## src/sv/ccde_pkg.sv

```systemverilog
`timescale 1ns / 1ps
// Shared types and constants for the character canvas draw engine.
// No dependencies; imported by ccde_front, ccde_queue, ccde_back and the top level.
package ccde_pkg;

  // Input action codes
  localparam logic [2:0] ACT_POINT = 3'd0;
  localparam logic [2:0] ACT_HLINE = 3'd1;
  localparam logic [2:0] ACT_VLINE = 3'd2;
  localparam logic [2:0] ACT_RECT  = 3'd3;
  localparam logic [2:0] ACT_CLEAR = 3'd4;
  localparam logic [2:0] ACT_READ  = 3'd5;

  // Configuration register indexes
  localparam int          CFG_IDX_W         = 2;
  localparam logic [1:0]  REG_ACTIVE_WIDTH  = 2'd0;
  localparam logic [1:0]  REG_ACTIVE_HEIGHT = 2'd1;
  localparam logic [7:0]  ACTIVE_RESET      = 8'd128;

  localparam logic [7:0] BLANK_CHAR = 8'h20;

  // Cell coordinates inside the engine: 7-bit start plus up to 254 of offset
  localparam int COORD_W = 9;

  localparam int QUEUE_DEPTH = 2;
  localparam int QPTR_W      = 1;

  typedef enum logic [2:0] {
    CMD_HLINE,
    CMD_VLINE,
    CMD_RECT,
    CMD_CLEAR,
    CMD_READ
  } cmd_kind_t;

  // Decoded command; x_last / y_last are extents minus one
  typedef struct packed {
    cmd_kind_t  kind;
    logic [6:0] col;
    logic [6:0] row;
    logic [7:0] x_last;
    logic [7:0] y_last;
    logic [7:0] ch;
  } cmd_t;

  typedef enum logic [2:0] {
    BK_INIT,
    BK_IDLE,
    BK_LINE,
    BK_CLEAR,
    BK_READ
  } back_state_t;

  typedef enum logic [1:0] {
    PH_TOP,
    PH_BOTTOM,
    PH_LEFT,
    PH_RIGHT
  } phase_t;

endpackage

```

## src/sv/ccde_queue.sv

```systemverilog
`timescale 1ns / 1ps
// Two-entry command queue between the front end and the draw sequencer.
// Depends on ccde_pkg.
module ccde_queue import ccde_pkg::*; (
  input  logic clk,
  input  logic rst,
  input  logic push,
  input  cmd_t push_cmd,
  output logic full,
  input  logic pop,
  output logic q_valid,
  output cmd_t q_cmd
);

  cmd_t              slots [QUEUE_DEPTH];
  logic [QPTR_W-1:0] wr_ptr;
  logic [QPTR_W-1:0] rd_ptr;
  logic [QPTR_W:0]   count;

  assign full    = (count == (QPTR_W+1)'(QUEUE_DEPTH));
  assign q_valid = (count != '0);
  assign q_cmd   = slots[rd_ptr];

  always_ff @(posedge clk) begin
    if (push) begin
      slots[wr_ptr] <= push_cmd;
    end
  end

  always_ff @(posedge clk) begin
    if (rst) begin
      wr_ptr <= '0;
      rd_ptr <= '0;
      count  <= '0;
    end else begin
      if (push) begin
        wr_ptr <= wr_ptr + QPTR_W'(1);
      end
      if (pop) begin
        rd_ptr <= rd_ptr + QPTR_W'(1);
      end
      if (push && !pop) begin
        count <= count + (QPTR_W+1)'(1);
      end else if (pop && !push) begin
        count <= count - (QPTR_W+1)'(1);
      end
    end
  end

endmodule

```

## config.mk

```make
export PLATFORM = sky130hd
export DESIGN_NAME = ccde_queue
export DESIGN_NICKNAME = d
export VERILOG_FILES = /design/src/sv/ccde_pkg.sv /design/src/sv/ccde_queue.sv
export SDC_FILE = /design/constraint.sdc
export NUM_CORES = 1
export LEC_CHECK = 0
export ABC_AREA = 1
export BUFFER_PORTS_ARGS = -buffer_cell sky130_fd_sc_hd__buf_2
export CAP_MARGIN = 30
export CORE_MARGIN = 4
export CORE_UTILIZATION = 40
export DETAILED_ROUTE_END_ITERATION = 7
export GPL_ROUTABILITY_DRIVEN = 1
export PLACE_DENSITY_LB_ADDON = 0.1
export SLEW_MARGIN = 10
export SYNTH_ARGS = -nofsm -noshare
export SYNTH_HDL_FRONTEND = slang
export SYNTH_SLANG_ARGS = --single-unit
```

## constraint.sdc

```tcl
create_clock -name clk -period 7.64 [get_ports clk]
set_input_delay 1.528 -clock clk [delete_from_list [all_inputs] [get_ports clk]]
set_output_delay 1.528 -clock clk [all_outputs]
set_load 0.05 [all_outputs]
```

== Word-level counts from Yosys, hierarchy flattened ==
Memory sizes are Yosys's and may differ from the RTL's. A register that Yosys moved wholly into a read port is not among the register bits.
Index checks and enable logic that the tools add are counted.

* Register bits after elaboration: 4
* Word-level logic and storage cells: 21
* Memories kept: 1
* Input port bits: 45
* RAM bits: 82

* Eq/ne operators: 1
* Reductions and logical operators: 6
* Add/subtract/negate cells: 4
* Multiplexer cells: 6

{| class="wikitable"
|+ Memories
! memory !! words !! bits a word !! read ports !! clocked after memory_dff !! write ports !! line !! text
|-
| slots || 2 || 41 || 1 || 1 || 1 || ccde_queue.sv:15 || <nowiki>cmd_t slots [QUEUE_DEPTH];</nowiki>
|}

{| class="wikitable"
|+ Operators by type and width
! operator !! number
|-
| $mux 1 || 4
|-
| $mux 2 || 2
|-
| $reduce_bool 2->1 || 2
|-
| $add 1x1->1 const B || 2
|-
| $add 2x1->2 const B || 1
|-
| $eq 2x2->1 const B || 1
|-
| $logic_and 1x1->1 || 2
|-
| $logic_not 1->1 || 2
|-
| $sub 2x1->2 const B || 1
|}

== Longest topological paths before layout ==
* Depth after elaboration: 4
* Depth in mapped cells: 8
* Depth with buffers taken out: 8

== Worst setup path before layout ==
No wires, ideal clock.

* Path kind: input to register
* Start point: input push
* End point: memory slots[0][0] (netlist bit), enable pin
* Buffers on the path: 0
* Arrival time: 3.293 ns
* Required time: 7.200 ns
* Stages: 2
* Path slack: 3.907 ns
* Library setup time: 0.440 ns
* Cells stage by stage: inv_1 -> nor2_1

* Word-level cells in the longest chain between the ends: 2

{| class="wikitable"
|+ Ends and longest elaborated chain
! element !! line !! text
|-
| start, declared || ccde_queue.sv:7 || <nowiki>input logic push,</nowiki>
|-
| $mux 1 || ccde_queue.sv:25 || <nowiki>if (push) begin</nowiki>
|-
| $mux 1 (not written as such) || ccde_queue.sv:26 || <nowiki>slots[wr_ptr] <= push_cmd;</nowiki>
|-
| end, declared || ccde_queue.sv:15 ||
|}

Every way passes these cells.

==> results.yml <==
status:
  status: "completed"
floorplan:
  dieArea_um2: 10000
  die_x_um: 100
  rows: 33
  initial_core_util_pct: 41.3
  ioPinCount: 88
  die_y_um: 100
  core_um2: 8220
timing:
  post-route-min-period_ps: 3540
  tns_ps: 0
  rsz0062_at_grt: "no"
  tightestPinTransition_ps: 675
  slew_headroom_pct: 55.0
  hold_violations: 0
  skew_ps: 4.90
  finalSetupViolCount: 0
  final_max_slew_viol_count: 0
  fmax_mhz: 282
  fin_crit_sh_pct: 46.4
  fin_ws_ps: 4100
yosys:
  synth_top_family_by_area: "multiplexers"
  ys_ff_latch: 87
  netlist_area_um2: 3390
  synthMuxAreaShare_pct: 18.0
  synthCells: 161
  synth_fa_ha_area_share_pct: 0.369
  synthesis.nets: 207
  synth_compound_area_share_pct: 0.295
  synth_xor_area_share_pct: 0.258
  synth_cell_type_count: 16
  synthSimpleGateAreaFrac_pct: 1.81
  seq_area_frac_synth_pct: 75.5
  yosys_warnings: 0
  avgSynthCellArea_um2: 21.1
critical_path:
  critPathKind: "register to output port"
  crit_fanout: 35
  crit_end: "q_cmd[20]"
  reg2reg_from: "wr_ptr"
  r2r_cells: 2
  worstSetupStartpointType: "register"
  worstPathRequired_ps: 6110
  rr_endpoint: "slots[0][17]"
  reg2reg_slack_ps: 6090
  endpoint_kind: "output port"
  critPathArrivalTime_ps: 2020
global_routing:
  overflow: 0
  grt_usage_pct: 11.7
  grt_antenna_before_repair: 1
  grt_first_pass_wirelength_mm: 8.47
  grt_pass1_vias: 1698
  grt_max_degree: 43
clock_network:
  h-tree-depth: 3
  cts_resized: 0
  clockBufferDepth: 2
  clockRootBuffer: "clkbuf_8"
  path_clk_slew_ps: 80
  postCtsSetupRepairBufs: 0
  clkSinkCount: 87
  cts_made_buffers: 9
  cts_hold_buf: 0
  cts_tree: "yes"
  clock_latency_ps: 340
route:
  drc: 0
  viasPerCell: 4.56
  wl_mm: 5.61
  drt-wirelength-per-cell_um: 15.3
  ant_nets: 0
  firstDrtPassIters: 4
  vias: 1675
  drt_first_iter_violations: 49
power:
  switchingPower_w: 0.000298
  power_density_nw_per_um2: 254
  p_comb_share_pct: 19.0
  sequentialPowerShare_pct: 53.6
  fin_total_pwr_w: 0.00104
  power_frac_clock_pct: 27.4
  switching_share_pct: 28.6
  p_leak_nw: 1.65
  peakVddDrop_v: 0.000122
  p_int_w: 0.000743
worst_hold_path:
  hold_path.class: "register to register"
place:
  port-buffer-count: 87
  dpl_worst_slack_ps: 4450
  place.detailed.hpwl_mm: 3.68
  gp_congestion: 0.672
final_layout:
  regArea_um2: 2560
  final_nets: 303
  num_antenna_cells: 0
  fillCellCount: 721
  final_layout_size_suffix_gt1_share_pct: 57.3
  synthToLayoutAreaGrowth_pct: 20.7
  multi_input_area_um2: 712
run:
  drv_cap: 0
==> per-layer routing <==
| metal | track usage, % | wire [µm] | vias up | part of all wire, % |
|---|---|---|---|---|
| li1 | - | - | 798 | - |
| met1 | 12.7 | 2140 | 811 | 38 |
| met2 | 19.9 | 2970 | 52 | 53 |
| met3 | 4.03 | 372 | 12 | 6.6 |
| met4 | 6.53 | 114 | 2 | 2.0 |
| met5 | 0 | 12 | - | 0.21 |
==> synthesized netlist by cell type, drive strengths merged <==
master / n / area, µm²
a21oi: 1 / 5.00
buf: 5 / 91.3
nand3: 1 / 5.00
nand2: 6 / 22.5
nor2: 6 / 22.5
inv: 9 / 33.8
xnor2: 1 / 8.76
dfxtp: 5 / 100
edfxtp: 82 / 2460
nand4: 1 / 6.26
nor3: 1 / 5.00
ha: 1 / 12.5
o21ai: 1 / 5.00
mux2: 41 / 612
==> power groups by stage <==
stage / Clock [W] / Combinational, W / Sequential (W)
final: 0.000285 / 0.000198 / 0.000558
after CTS: 0.000298 / 0.000200 / 0.000559
after global placement: 0 / 0.000199 / 0.000569
after detailed placement: 0 / 0.000200 / 0.000570
after floorplan: 0 / 0.000165 / 0.000567
after global routing: 0.000319 / 0.000209 / 0.000561
==> cells by family (layout without fill, tap and decap cells) <==
logic type      after synthesis  in the layout
mux                          41             41
flops                        87             87
fa+ha+maj                     1              1
buf+inv                      14            115
compound gates                2              2
simple gates                 15             15
xor+xnor                      1              1
==> flip-flops by register name, summed over array words and instances, names as in the netlist, named ones only <==
name / cells
rd_ptr: 1
slots: 82
count: 2
wr_ptr: 1
==> area by class of cell <==
type,instances,area share (%)
Clock buffer,10,3.36
Multi-Input combinational cell,60,17.4
Timing Repair Buffer,90,11.5
Tap cell,105,3.21
Inverter,9,0.825
Sequential cell,87,62.6
Clock inverter,6,1.10
==> layout by cell type (no fill, tap or decap), types with 2 or more instances in the layout <==
cell type	Yosys	layout
buf_2	0	87
edfxtp_1	82	82
mux2_4	40	40
clkbuf_8	0	10
inv_1	9	8
nand2_1	6	6
nor2_1	6	5
dfxtp_1	5	4
clkinvlp_4	0	3
buf_4	0	2
==> per-stage QoR <==
stage	utilization, %	cell area, µm²	cells	hold slack, ps
finish	49.8	4090	367	530
CTS	49.6	4070	366	531
floorplan	-	3390	161	480
global route	49.8	4090	367	575
global placement	47.4	3890	350	493
detailed placement	47.4	3890	350	510
==> worst min-delay path by stage <==
stage,end,startpoint,depth (start not counted),slack (ps)
after global placement,rd_ptr,rd_ptr,2,490
final,rd_ptr,rd_ptr,2,530
after detailed placement,rd_ptr,rd_ptr,2,510
after global routing,register,rd_ptr,2,580
after floorplan,register,rd_ptr,2,480
after CTS,rd_ptr,rd_ptr,2,530
==> worst max-delay path: stages (launching register included) <==
cell	delay, ps
dfxtp_2	450
buf_4	590
mux2_2	400
buf_2	210
(Power assumes the default switching activity.)
