**src/sv/ccde_pkg.sv**
```systemverilog
`timescale 1ns / 1ps
// Shared types and constants for the character canvas draw engine.
// No dependencies; imported by ccde_front, ccde_queue, ccde_back and the top level.
package ccde_pkg;

  // Input action codes
  localparam logic [2:0] ACT_POINT = 3'd0;
  localparam logic [2:0] ACT_HLINE = 3'd1;
  localparam logic [2:0] ACT_VLINE = 3'd2;
  localparam logic [2:0] ACT_RECT  = 3'd3;
  localparam logic [2:0] ACT_CLEAR = 3'd4;
  localparam logic [2:0] ACT_READ  = 3'd5;

  // Configuration register indexes
  localparam int          CFG_IDX_W         = 2;
  localparam logic [1:0]  REG_ACTIVE_WIDTH  = 2'd0;
  localparam logic [1:0]  REG_ACTIVE_HEIGHT = 2'd1;
  localparam logic [7:0]  ACTIVE_RESET      = 8'd128;

  localparam logic [7:0] BLANK_CHAR = 8'h20;

  // Cell coordinates inside the engine: 7-bit start plus up to 254 of offset
  localparam int COORD_W = 9;

  localparam int QUEUE_DEPTH = 2;
  localparam int QPTR_W      = 1;

  typedef enum logic [2:0] {
    CMD_HLINE,
    CMD_VLINE,
    CMD_RECT,
    CMD_CLEAR,
    CMD_READ
  } cmd_kind_t;

  // Decoded command; x_last / y_last are extents minus one
  typedef struct packed {
    cmd_kind_t  kind;
    logic [6:0] col;
    logic [6:0] row;
    logic [7:0] x_last;
    logic [7:0] y_last;
    logic [7:0] ch;
  } cmd_t;

  typedef enum logic [2:0] {
    BK_INIT,
    BK_IDLE,
    BK_LINE,
    BK_CLEAR,
    BK_READ
  } back_state_t;

  typedef enum logic [1:0] {
    PH_TOP,
    PH_BOTTOM,
    PH_LEFT,
    PH_RIGHT
  } phase_t;

endpackage

```
**src/sv/ccde_front.sv**
```systemverilog
`timescale 1ns / 1ps
// Front end: configuration registers, item accept and command decode.
// Depends on ccde_pkg.
module ccde_front import ccde_pkg::*; #(
  parameter int CANVAS_SIZE = 128
) (
  input  logic                 clk,
  input  logic                 rst,
  input  logic                 cfg_valid,
  output logic                 cfg_ready,
  input  logic [CFG_IDX_W-1:0] cfg_index,
  input  logic [7:0]           cfg_data,
  input  logic                 in_valid,
  output logic                 in_stall,
  input  logic [2:0]           action,
  input  logic [6:0]           col,
  input  logic [6:0]           row,
  input  logic [7:0]           span_x,
  input  logic [7:0]           span_y,
  input  logic [7:0]           fill_char,
  input  logic                 init_busy,
  input  logic                 q_full,
  output logic                 push,
  output cmd_t                 push_cmd
);

  logic [7:0]         active_width;
  logic [7:0]         active_height;
  logic [COORD_W-1:0] clr_w;
  logic [COORD_W-1:0] clr_h;
  logic               keep;
  logic               accept;

  assign cfg_ready = 1'b1;
  assign in_stall  = rst | init_busy | q_full;
  assign accept    = in_valid & ~in_stall;

  always_ff @(posedge clk) begin
    if (rst) begin
      active_width  <= ACTIVE_RESET;
      active_height <= ACTIVE_RESET;
    end else if (cfg_valid) begin
      if (cfg_index == REG_ACTIVE_WIDTH) begin
        active_width <= cfg_data;
      end else if (cfg_index == REG_ACTIVE_HEIGHT) begin
        active_height <= cfg_data;
      end
    end
  end

  // clear region bounded by the physical canvas
  always_comb begin
    clr_w = ({1'b0, active_width} < COORD_W'(CANVAS_SIZE)) ?
            {1'b0, active_width} : COORD_W'(CANVAS_SIZE);
    clr_h = ({1'b0, active_height} < COORD_W'(CANVAS_SIZE)) ?
            {1'b0, active_height} : COORD_W'(CANVAS_SIZE);
  end

  always_comb begin
    push_cmd.kind   = CMD_HLINE;
    push_cmd.col    = col;
    push_cmd.row    = row;
    push_cmd.x_last = span_x - 8'd1;
    push_cmd.y_last = span_y - 8'd1;
    push_cmd.ch     = fill_char;
    keep            = 1'b0;
    case (action)
      ACT_POINT: begin
        push_cmd.x_last = 8'd0;
        keep            = 1'b1;
      end
      ACT_HLINE: begin
        keep = (span_x != 8'd0);
      end
      ACT_VLINE: begin
        push_cmd.kind = CMD_VLINE;
        keep          = (span_y != 8'd0);
      end
      ACT_RECT: begin
        push_cmd.kind = CMD_RECT;
        keep          = (span_x != 8'd0) && (span_y != 8'd0);
      end
      ACT_CLEAR: begin
        push_cmd.kind   = CMD_CLEAR;
        push_cmd.x_last = 8'(clr_w - COORD_W'(1));
        push_cmd.y_last = 8'(clr_h - COORD_W'(1));
        keep            = (clr_w != '0) && (clr_h != '0);
      end
      ACT_READ: begin
        push_cmd.kind = CMD_READ;
        keep          = 1'b1;
      end
      default: begin
        keep = 1'b0;
      end
    endcase
  end

  // empty drawings and unused actions are taken and dropped here
  assign push = accept & keep;

endmodule

```
**config.mk**
```make
export PLATFORM = sky130hd
export DESIGN_NAME = ccde_front
export DESIGN_NICKNAME = d
export VERILOG_FILES = /design/src/sv/ccde_pkg.sv /design/src/sv/ccde_front.sv
export SDC_FILE = /design/constraint.sdc
export NUM_CORES = 1
export LEC_CHECK = 0
export ABC_AREA = 1
export BUFFER_PORTS_ARGS = -buffer_cell sky130_fd_sc_hd__buf_4
export CAP_MARGIN = 5
export CORE_UTILIZATION = 35
export DETAILED_ROUTE_END_ITERATION = 8
export GPL_TIMING_DRIVEN = 0
export PLACE_DENSITY = 0.67
export SLEW_MARGIN = 30
export SYNTH_ARGS = -nofsm -noshare
export SYNTH_HDL_FRONTEND = slang
export SYNTH_SLANG_ARGS = --single-unit
```
**constraint.sdc**
```tcl
create_clock -name clk -period 2.8 [get_ports clk]
set_clock_uncertainty 0.2 [all_clocks]
set_input_delay 0.28 -clock clk [delete_from_list [all_inputs] [get_ports clk]]
set_output_delay 0.28 -clock clk [all_outputs]
set_load 0.005 [all_outputs]
```
* Word level (Yosys, flattened, before mapping)
Index checks and enable logic that the tools add are counted.
** Cells by class
- $add $sub $neg :: 4
- Magnitude comparators :: 2
- Eq/ne operators :: 6
- Multiplexer cells :: 6
- Bitwise logic cells :: 6
- Reductions and logical operators :: 11
** Operators with widths (number)
- $sub A8 B1 Y8 const B :: 4
- $mux W8 :: 3
- $reduce_bool A9 Y1 :: 2
- $lt A8 B8 Y1 const B :: 2
- $pmux W8 S2 :: 1
- $reduce_bool A8 Y1 :: 2
- $pmux W3 S4 :: 1
- $eq A3 B2 Y1 const B :: 2
- $eq A3 B3 Y1 const B :: 2
- $pmux W1 S5 :: 1
- $eq A3 B1 Y1 const B :: 1
- $logic_not A3 Y1 :: 1
- $reduce_and A3 Y1 :: 1
- $and A1 B1 Y1 :: 2
- $eq A2 B1 Y1 const B :: 1
- $logic_and A1 B1 Y1 :: 2
- $logic_not A2 Y1 :: 1
- $not A1 Y1 :: 2
- $or A1 B1 Y1 :: 2
- $reduce_and A2 Y1 :: 1
- $reduce_or A2 Y1 :: 1
** Storage, ports and cells
- Flip-flop bits (word level) :: 16
- Input port bits :: 57
- Output and inout port bits :: 44
- Word-level logic and storage cells :: 37

* Logic depth before layout (Yosys ltp)
Gate-level depths: netlist of the first run.
- Word-level depth :: 6
- Depth in mapped cells :: 11
- Depth with buffers taken out :: 10

* Worst setup path after synthesis of the first run
No wires, ideal clock.
- Path type :: input port to output port
- From :: in action[1]
- To :: out push_cmd[12] (netlist bit)
- Arrival time :: 1.406 ns
- Path slack :: 0.914 ns
- Stages :: 8
- Path buffers :: 1
- Cells stage by stage :: nor2_4 > nand2_4 > buf_6 > o21ai_2 > ha_1 > inv_1 > nor2_1 > xnor2_1
** RTL lines
- start: declaration :: line ccde_front.sv:15 : input logic [2:0] action,
- end: declaration :: line ccde_front.sv:24 : output cmd_t push_cmd

==> results of run 1 <==
synthesized netlist by cell type, drive strengths merged:
cell type	instances
nand3	20
inv	31
nor3	4
conb	1
o21a	1
nand2	55
clkbuf	3
nand4	6
buf	26
o211ai	1
o22ai	1
dfxtp	16
nor4	1
xnor2	2
nor2	38
nand3b	1
o21ai	25
xor2	2
clkinv	3
a21oi	16
ha	2
stage by stage:
stage | utilization, % | setup slack, ns | hold slack, ns
4_1_cts | 54.6 | 0.410 | 0.0614
5_1_grt | 54.6 | 0.149 | 0.0712
6_report | 54.6 | 0.409 | 0.0583
3_3_place_gp | 53.0 | 0.506 | 0.245
3_5_place_dp | 53.0 | 0.477 | 0.246
2_1_floorplan | - | 0.914 | 0.149
per-layer routing:
layer  GRT usage, %  vias up  routed length, um
li1               -      957                  -
met1           20.6      730               1770
met2           29.2       75               1750
met3           1.69        5                366
met4           5.59        0                 46
met5              0        -                  0
worst max-delay path: cells and delay by family, from the launching register on:
family                     cells  cell delay [ns]
adders and majority gates      1             0.23
xor gates and xnor gates       1             0.15
AOI/OAI and AO/OA              1             0.23
and+or+nand+nor                2             0.24
DFF                            1             0.30
buffers and inverters          3             0.51
how the worst max path moves through the flow:
| stage | startpoint | end | slack, ns | cells past startpoint |
|---|---|---|---|---|
| floorplan | action[1] | push_cmd[12] | 0.91 | 8 |
| global placement | action[1] | push_cmd[12] | 0.51 | 10 |
| detailed placement | action[1] | push_cmd[12] | 0.48 | 10 |
| CTS | active_height[7] | push_cmd[12] | 0.41 | 8 |
| global route | active_width[7] | push_cmd[22] | 0.15 | 10 |
| finish | active_height[7] | push_cmd[12] | 0.41 | 8 |
cells by family after synthesis:
family	count (synthesis)	synth area share, %
AO/OA/AOI/OAI	44	15.7
XOR/XNOR	4	2.32
adder cells (fa/ha/maj)	2	1.66
buffers and inverters	63	22.2
flip-flops	16	21.2
other	1	0.248
AND/OR/NAND/NOR	125	36.6
timing repair:
action                                 CTS  global route
endpoints found under the hold margin    1             0
hold buffers                             1             0
buffers inserted                         0             0
state kept, by name, summed over array words and instances, names as in the netlist:
| name | cells |
|---|---|
| active_height | 8 |
| active_width | 8 |
final cells by class:
type	count	area, um^2	share of cell area, %
buffer	29	208	9.37
clock buffer	4	55.1	2.48
inverter	34	128	5.76
multi-input combinational	176	855	38.6
sequential	16	320	14.5
tap	50	62.6	2.82
timing repair buffer	78	588	26.5
power by group through the flow:
stage	Combinational (uW)	Clock (uW)	Sequential (uW)
after floorplan	142	0	247
after global placement	271	0	248
after detailed placement	274	0	248
after CTS	276	209	243
after global routing	306	218	244
final	273	206	243
==> metrics.csv, run 1 <==
metric,value,unit
internal power,513,uW
capturing point of the worst reg2reg path,active_height[7],
max-slew violation count,0,
later-pin clock latency in the skew report,0.25,ns
overall die width,67.7,um
critical path class,reg -> out,
net switching component of the power,209,uW
core outline area,0.00406,mm^2
"area leader, netlist",dfxtp_1,
standard cell area after detailed placement,0.00215,mm^2
unrepaired setup endpoints after global routing,false,
Switching Fraction,28.9,%
"Data arrival, critical path",1.91,ns
Final Non-Filler Cells,387,
first-pass detailed-route iteration total,4,
number of standard cells after synthesis,255,
share of total power in the clock network,28.5,%
Leak Pwr,0.00116,uW
Die H,67.7,um
sequential share of the synthesized area,21.2,%
Antenna Cells,0,
setup tns final,0,ns
count of nets left with antenna violations after detail routing,0,
VDD IR max,0.273,mV
Hold Path Stages,3,
clock root buffer,clkbuf_8,
start point of the worst hold path,cfg_data[7],
Row Count,23,
max capacitance violation total,0,
clock slew at the register clock pins of the worst setup and hold paths,0.06,ns
total via count after detailed routing,1767,
Combinational Power Share,37.8,%
Critical-path top delay cell,dfxtp_1,
CP Data Required Time,2.32,ns
violation count after the first detailed-route iteration,64,
post-synthesis average cell area,5.92,um^2
largest cells by area after synthesis,"dfxtp_1 21%, nand2_1 13%, buf_4 12%",
Netlist cell types,30,
initial antenna violation count,0,
final period demand of the worst path,2.39,ns
most frequent standard cell in the layout excluding fill and tap cells,buf_4,
hold path endpoint,active_width[7],
number of port buffers,77,
CTS H-Tree Depth,1,
CTS tree,yes,
via count of the first global-routing pass,1429,
fraction of synthesized cell area taken by the top area cell type,21.2,%
length in cells of the worst reg-to-reg path,3,
Synth Warn #,0,
maximum number of pins on one net before global-route repair,11,
number of clock sinks,16,
share of final-layout standard cells stronger than drive strength 1,34.4,%
final RePlAce weighted congestion,0.782,
number of ports placed on the die boundary,101,
highest attainable clock frequency,418,MHz
"commonest non-fill, non-tap cells in the layout","101 x buf_4, 54 x nand2_1, 36 x nor2_1",
Overall Power,722,uW
final count of negative-setup-slack endpoints,0,
post-synthesis instance area,0.00151,mm^2
outcome,"finished, final reports clean",
mean number of vias per cell,4.57,
placed wire-length estimate after detailed placement,3360,um
worst hold path type,in -> reg,
power density normalized to cell area,326,mW/mm^2
kind of end point of the critical path,output pin,
Total Wirelength,3930,um
number of clock buffers inserted by TritonCTS,3,
CTS-repair resized insts,0,
Crit Reg-Reg Startpoint,active_height[7],
first-pass GRT wire length,5840,um
proportion of power drawn by flip-flops and latches,33.7,%
largest fanout on the critical path,9,
most repeated library cell on the critical path,nor2_1,
floorplan die area,0.00458,mm^2
post-route cell area,0.00222,mm^2
detail-routed net length per standard cell,10.2,um
kind of start point of the critical path,flip-flop,
worst-case register-to-register setup slack,1.77,ns
final hold violation count,0,
largest buffer count on any clock path,2,
count of unresolved DRC violations after routing,0,
starting density of the core,37.2,%
combined global-route utilization of all metal layers,16.6,%
flip-flop and latch count after synthesis,16,
Layout area overhead,46.7,%
Cells after DPL,382,
global-route congestion overflow total,0,
sequence of cells on the critical path,"clkbuf_1, nor2_1, o21ai_2, ha_1, inv_1, nor2_1, xnor2_1, buf_4",
Final period util,85.4,%
maximum single-stage delay on the critical path,0.30,ns
fill cell instance count of the final layout,435,
synthesized net count,314,
"Net count, final",397,
Power figures use the tool's default switching activity.
==> run 2, diff against run 1 <==
==> constraint.sdc (replaced) <==
create_clock -name clk -period 2.8 [get_ports clk]
set_clock_uncertainty 0.2 [all_clocks]
set_input_delay 0.14 -clock clk [delete_from_list [all_inputs] [get_ports clk]]
set_output_delay 0.14 -clock clk [all_outputs]
set_load 0.005 [all_outputs]
==> run 2 against run 1 <==
  * Hold slack got worse by 0.039 ns
  * Non-clock buffer count increased by 10
  * Die area unchanged
  * Sequential power about the same
  * Final cell count increased by 2.6%
  * Flip-flop and latch count unchanged
  * Total power increased by 1.6%
  * Register-to-register slack got worse by 0.34 ns
  * Critical path type unchanged
  * Critical endpoint unchanged
  * Largest cell class is now non-clock buffers
==> metrics.csv, run 2 (synthesized netlist as in run 1, its figures left out) <==
metric,value,unit,change
outcome,"finished, final reports clean",,
VDD IR max,0.276,mV,+1.2%
most repeated library cell on the critical path,nor2_1,,
maximum number of pins on one net before global-route repair,11,,unchanged
Critical-path top delay cell,dfxtp_1,,
start point of the worst hold path,cfg_index[1],,
violation count after the first detailed-route iteration,64,,unchanged
Total Wirelength,4130,um,+5.1%
Crit Reg-Reg Startpoint,active_height[6],,
Leak Pwr,0.00120,uW,+3.8%
overall die width,67.7,um,unchanged
share of total power in the clock network,28.0,%,-0.5 points
"Net count, final",407,,+2.5%
kind of start point of the critical path,flip-flop,,
setup tns final,0,ns,unchanged
CTS Hold Buffers Added,11,,+10
"commonest non-fill, non-tap cells in the layout","101 x buf_4, 54 x nand2_1, 36 x nor2_1",,
Final Non-Filler Cells,397,,+2.6%
Antenna Cells,0,,unchanged
final RePlAce weighted congestion,0.782,,unchanged
later-pin clock latency in the skew report,0.25,ns,about the same
critical path class,reg -> out,,
CP Data Required Time,2.46,ns,+0.14 ns
final hold violation count,0,,unchanged
global-route congestion overflow total,0,,unchanged
length in cells of the worst reg-to-reg path,3,,unchanged
"Data arrival, critical path",1.91,ns,about the same
fraction of the core area covered by cells at the end of the flow,57.1,%,+2.5 points
number of clock sinks,16,,unchanged
CTS-repair resized insts,0,,unchanged
count of nets left with antenna violations after detail routing,0,,unchanged
unrepaired setup endpoints after global routing,false,,
combined global-route utilization of all metal layers,17.5,%,+0.95 points
proportion of power drawn by flip-flops and latches,33.2,%,-0.5 points
Combinational Power Share,38.8,%,+1.0 points
number of ports placed on the die boundary,101,,unchanged
placed wire-length estimate after detailed placement,3360,um,unchanged
Layout area overhead,53.4,%,
capturing point of the worst reg2reg path,active_height[6],,
max capacitance violation total,0,,unchanged
Regs by FF count,"active_height: 8 flops, active_width: 8 flops",,
number of clock buffers inserted by TritonCTS,3,,unchanged
first-pass detailed-route iteration total,4,,unchanged
count of unresolved DRC violations after routing,0,,unchanged
kind of end point of the critical path,output pin,,
internal power,522,uW,+1.7%
floorplan die area,0.00458,mm^2,unchanged
Final period util,80.3,%,-5.1 points
via count of the first global-routing pass,1511,,+5.7%
worst-case register-to-register setup slack,1.43,ns,-0.34 ns
power density normalized to cell area,317,mW/mm^2,-2.8%
Switching Fraction,28.9,%,-0.048 points
worst hold path type,in -> reg,,
share of final-layout standard cells stronger than drive strength 1,33.4,%,-0.99 points
sequence of cells on the critical path,"clkbuf_1, nor2_1, o21ai_2, ha_1, inv_1, nor2_1, xnor2_1, buf_4",,
final period demand of the worst path,2.25,ns,-0.142 ns
Die H,67.7,um,unchanged
largest buffer count on any clock path,2,,unchanged
detail-routed net length per standard cell,10.4,um,+2.4%
starting density of the core,37.2,%,unchanged
buffer count from post-CTS setup fixing,0,,unchanged
hold path endpoint,active_height[7],,
total via count after detailed routing,1810,,+2.4%
first-pass GRT wire length,6160,um,+5.4%
initial antenna violation count,0,,unchanged
CTS H-Tree Depth,1,,unchanged
Row Count,23,,unchanged
highest attainable clock frequency,445,MHz,+6.3%
most frequent standard cell in the layout excluding fill and tap cells,buf_4,,
core outline area,0.00406,mm^2,unchanged
Hold Path Stages,4,,+1
clock slew at the register clock pins of the worst setup and hold paths,0.06,ns,about the same
net switching component of the power,212,uW,+1.5%
Cells after DPL,382,,unchanged
largest fanout on the critical path,9,,unchanged
mean number of vias per cell,4.56,,-0.15%
maximum single-stage delay on the critical path,0.30,ns,about the same
final count of negative-setup-slack endpoints,0,,unchanged
CTS tree,yes,,
clock root buffer,clkbuf_8,,
number of port buffers,77,,unchanged
max-slew violation count,0,,unchanged
[run 2: cell types whose count changed in the layout (fill, tap and decap cells not counted), sizes merged]
| cell | previous run | this run |
|---|---|---|
| dlygate4sd3 | 1 | 11 |
[run 2: worst max path at each step]
stage / from / endpoint / slack, ns / cells after the start
floorplan: active_height[7] / push_cmd[12] / 1.12 / 7
global placement: action[1] / push_cmd[12] / 0.79 / 10
detailed placement: action[1] / push_cmd[12] / 0.76 / 10
CTS: active_height[7] / push_cmd[12] / 0.55 / 8
global route: active_width[7] / push_cmd[22] / 0.29 / 10
finish: active_height[7] / push_cmd[12] / 0.55 / 8
[run 2: cell type report]
type                       instances  area (um^2)
fill                             417         1740
multi-input combinational        176          855
tap                               50         62.6
inverter                          34          128
clock buffer                       4         55.1
sequential                        16          320
timing repair buffer              88          688
buffer                            29          208
[run 2: metal layers]
| layer | wire, um | global-route usage, % | share of wire (%) |
|---|---|---|---|
| met4 | 46 | 5.59 | 1.1 |
| met5 | 0 | 0 | 0 |
| met2 | 1920 | 32.2 | 46 |
| met3 | 349 | 1.52 | 8.4 |
| met1 | 1820 | 21.0 | 44 |
[run 2: critical path: cells and delay by family, from the launching register on]
kind,cells,cell delay [ns]
AOI/OAI and AO/OA,1,0.23
xor gates and xnor gates,1,0.15
adders and majority gates,1,0.23
buffers and inverters,3,0.51
DFF,1,0.30
and+or+nand+nor,2,0.24
[run 2: metrics by stage]
| step | total power (uW) | worst slack, ns | hold WS (ns) | cell area (um^2) |
|---|---|---|---|---|
| floorplan | 389 | 1.12 | 0.00907 | 1510 |
| global placement | 520 | 0.786 | 0.105 | 2150 |
| detailed placement | 523 | 0.757 | 0.106 | 2150 |
| CTS | 739 | 0.550 | 0.0187 | 2320 |
| global route | 780 | 0.289 | 0.0642 | 2320 |
| finish | 734 | 0.551 | 0.0194 | 2320 |
[run 2: power groups by stage]
stage               clock, uW  combinational (uW)  sequential [uW]
global placement            0                 271              248
global route              218                 318              244
finish                    206                 285              243
floorplan                   0                 142              247
detailed placement          0                 274              248
CTS                       209                 287              243
==> run 3, diff against run 2 <==
clock period = 2.13 ns   (was 2.8 ns; I/O delays follow)
==> run 3 against run 2 <==
  * The run now ends with hold timing left
  * Design area up 1.0%
  * Total power up 32%
  * Sequential power up 33%
  * Highest routed layer unchanged
  * Die area unchanged
  * Sequential share of layout area about the same
  * Largest power group unchanged
  * Register-to-register slack worse by 0.66 ns
==> metrics.csv, run 3 (synthesized netlist as in run 1, its figures left out) <==
metric,value,unit,change
Final period util,95.6,%,
largest buffer count on any clock path,2,,unchanged
unrepaired setup endpoints after global routing,false,,
standard cell area after detailed placement,0.00215,mm^2,unchanged
clock slew at the register clock pins of the worst setup and hold paths,0.06,ns,about the same
share of final-layout standard cells stronger than drive strength 1,35.4,%,+2.0 points
kind of start point of the critical path,input port,,
placed wire-length estimate after detailed placement,3360,um,unchanged
starting density of the core,37.2,%,unchanged
final RePlAce weighted congestion,0.782,,unchanged
"Data arrival, critical path",2.03,ns,+0.12 ns
outcome,"complete, but fails checks",,
violations in the final reports,hold timing,,
initial antenna violation count,0,,unchanged
first-pass detailed-route iteration total,4,,unchanged
via count of the first global-routing pass,1505,,-0.40%
count of unresolved DRC violations after routing,0,,unchanged
violation count after the first detailed-route iteration,85,,+33%
number of ports placed on the die boundary,101,,unchanged
CTS H-Tree Depth,1,,unchanged
later-pin clock latency in the skew report,0.25,ns,about the same
routing layer with the top usage in global route,met2,,
final hold violation count,1,,+1
worst hold path type,in -> reg,,
combined global-route utilization of all metal layers,17.6,%,+0.035 points
first-pass GRT wire length,6180,um,+0.23%
setup slack at placement,0.154,ns,-0.603 ns
Cells after DPL,382,,unchanged
Layout area overhead,54.9,%,
VDD IR max,0.363,mV,+32%
core outline area,0.00406,mm^2,unchanged
met3 capacity usage during global routing,1.52,%,unchanged
smallest setup slack after layout,0.0945,ns,-0.456 ns
global-route congestion overflow total,0,,unchanged
number of clock buffers inserted by TritonCTS,3,,unchanged
Leak Pwr,0.00121,uW,+0.23%
Regs by FF count,"active_height: 8 flops, active_width: 8 flops",,
setup tns final,0,ns,unchanged
Crit Reg-Reg Startpoint,active_height[6],,
Total Wirelength,4170,um,+0.90%
"Net count, final",407,,unchanged
post-route cell area,0.00234,mm^2,+1.0%
start point of the critical path,cfg_index[0],,
Die H,67.7,um,unchanged
fill cell instance count of the final layout,413,,-0.96%
worst hold margin,-0.000712,ns,-0.0201 ns
Final Non-Filler Cells,397,,unchanged
Antenna Cells,0,,unchanged
number of clock sinks,16,,unchanged
maximum number of pins on one net before global-route repair,11,,unchanged
max-slew violation count,0,,unchanged
worst-case register-to-register setup slack,0.77,ns,-0.66 ns
clock root buffer,clkbuf_8,,
detail-routed net length per standard cell,10.5,um,+0.90%
most frequent standard cell in the layout excluding fill and tap cells,buf_4,,
total via count after detailed routing,1813,,+0.17%
final count of negative-setup-slack endpoints,0,,unchanged
Row Count,23,,unchanged
count of nets left with antenna violations after detail routing,0,,unchanged
CTS tree,yes,,
power density normalized to cell area,415,mW/mm^2,+31%
number of port buffers,77,,unchanged
CP Data Required Time,2.13,ns,-0.33 ns
kind of end point of the critical path,flip-flop,,
fraction of the core area covered by cells at the end of the flow,57.7,%,+0.59 points
overall die width,67.7,um,unchanged
floorplan die area,0.00458,mm^2,unchanged
global-route track usage on met1,21.1,%,+0.10 points
"commonest non-fill, non-tap cells in the layout","101 x buf_4, 53 x nand2_1, 35 x nor2_1",,
final period demand of the worst path,2.04,ns,
highest attainable clock frequency,491,MHz,
start point of the worst hold path,cfg_index[1],,
mean number of vias per cell,4.57,,+0.17%
met2 Use GR,32.2,%,unchanged
critical path class,in -> reg,,
largest fanout on the critical path,10,,+1
max capacitance violation total,0,,unchanged
==> run 3: what timing repair did <==
action | in CTS | in global routing
hold buffers | 12 | 0
gates resized for setup | 1 | 7
cloned | 0 | 0
pin swaps | 0 | 0
hold endpoints to repair | 16 | 0
setup buffers | 0 | 0
endpoints found under the setup margin | 2 | 6
==> run 3: report_power, final <==
group | leakage, uW | switching [uW] | total [uW] | internal (uW)
sequential | 0.000130 | 7.91 | 323 | 315
clock | 0.0000288 | 108 | 272 | 164
combinational | 0.00105 | 167 | 376 | 209
total | 0.00121 | 283 | 971 | 688
==> run 3: final cells by class <==
cell class / instances / area [um^2] / share of cell area, %
Inverter: 34 / 130 / 5.56
Sequential cell: 16 / 323 / 13.8
Timing Repair Buffer: 89 / 698 / 29.8
Buffer: 28 / 204 / 8.72
Multi-Input combinational cell: 176 / 867 / 37.1
Tap cell: 50 / 62.6 / 2.67
Clock buffer: 4 / 55.1 / 2.35
==> run 3: metal layers <==
metal  up-vias  routed length, um
met1       758               1860
met5         -                  0
met4         0                 46
li1        977                  -
met2        73               1920
met3         5                340
==> run 3: worst paths after layout <==
kind / endpoint / cells after the start
max reg2reg: active_height[6] / 3
min reg2reg: active_width[6] / 2
min: active_width[7] / 4
max: active_height[6] / 7
==> run 3: critical path, cell delays in order <==
cell           delay [ns]
dlygate4sd3_1        0.55
buf_4                0.15
nand2_1              0.13
clkbuf_1             0.33
nand2_1              0.09
a21oi_1              0.12
dlygate4sd3_1        0.55
==> run 3: per-stage QoR <==
step / power (uW) / hold slack, ns
after CTS: 972 / 0.000729
after global placement: 683 / 0.0713
after floorplan: 512 / -0.0244
final: 971 / -0.000712
after detailed placement: 687 / 0.0730
after global routing: 1030 / 0.0305
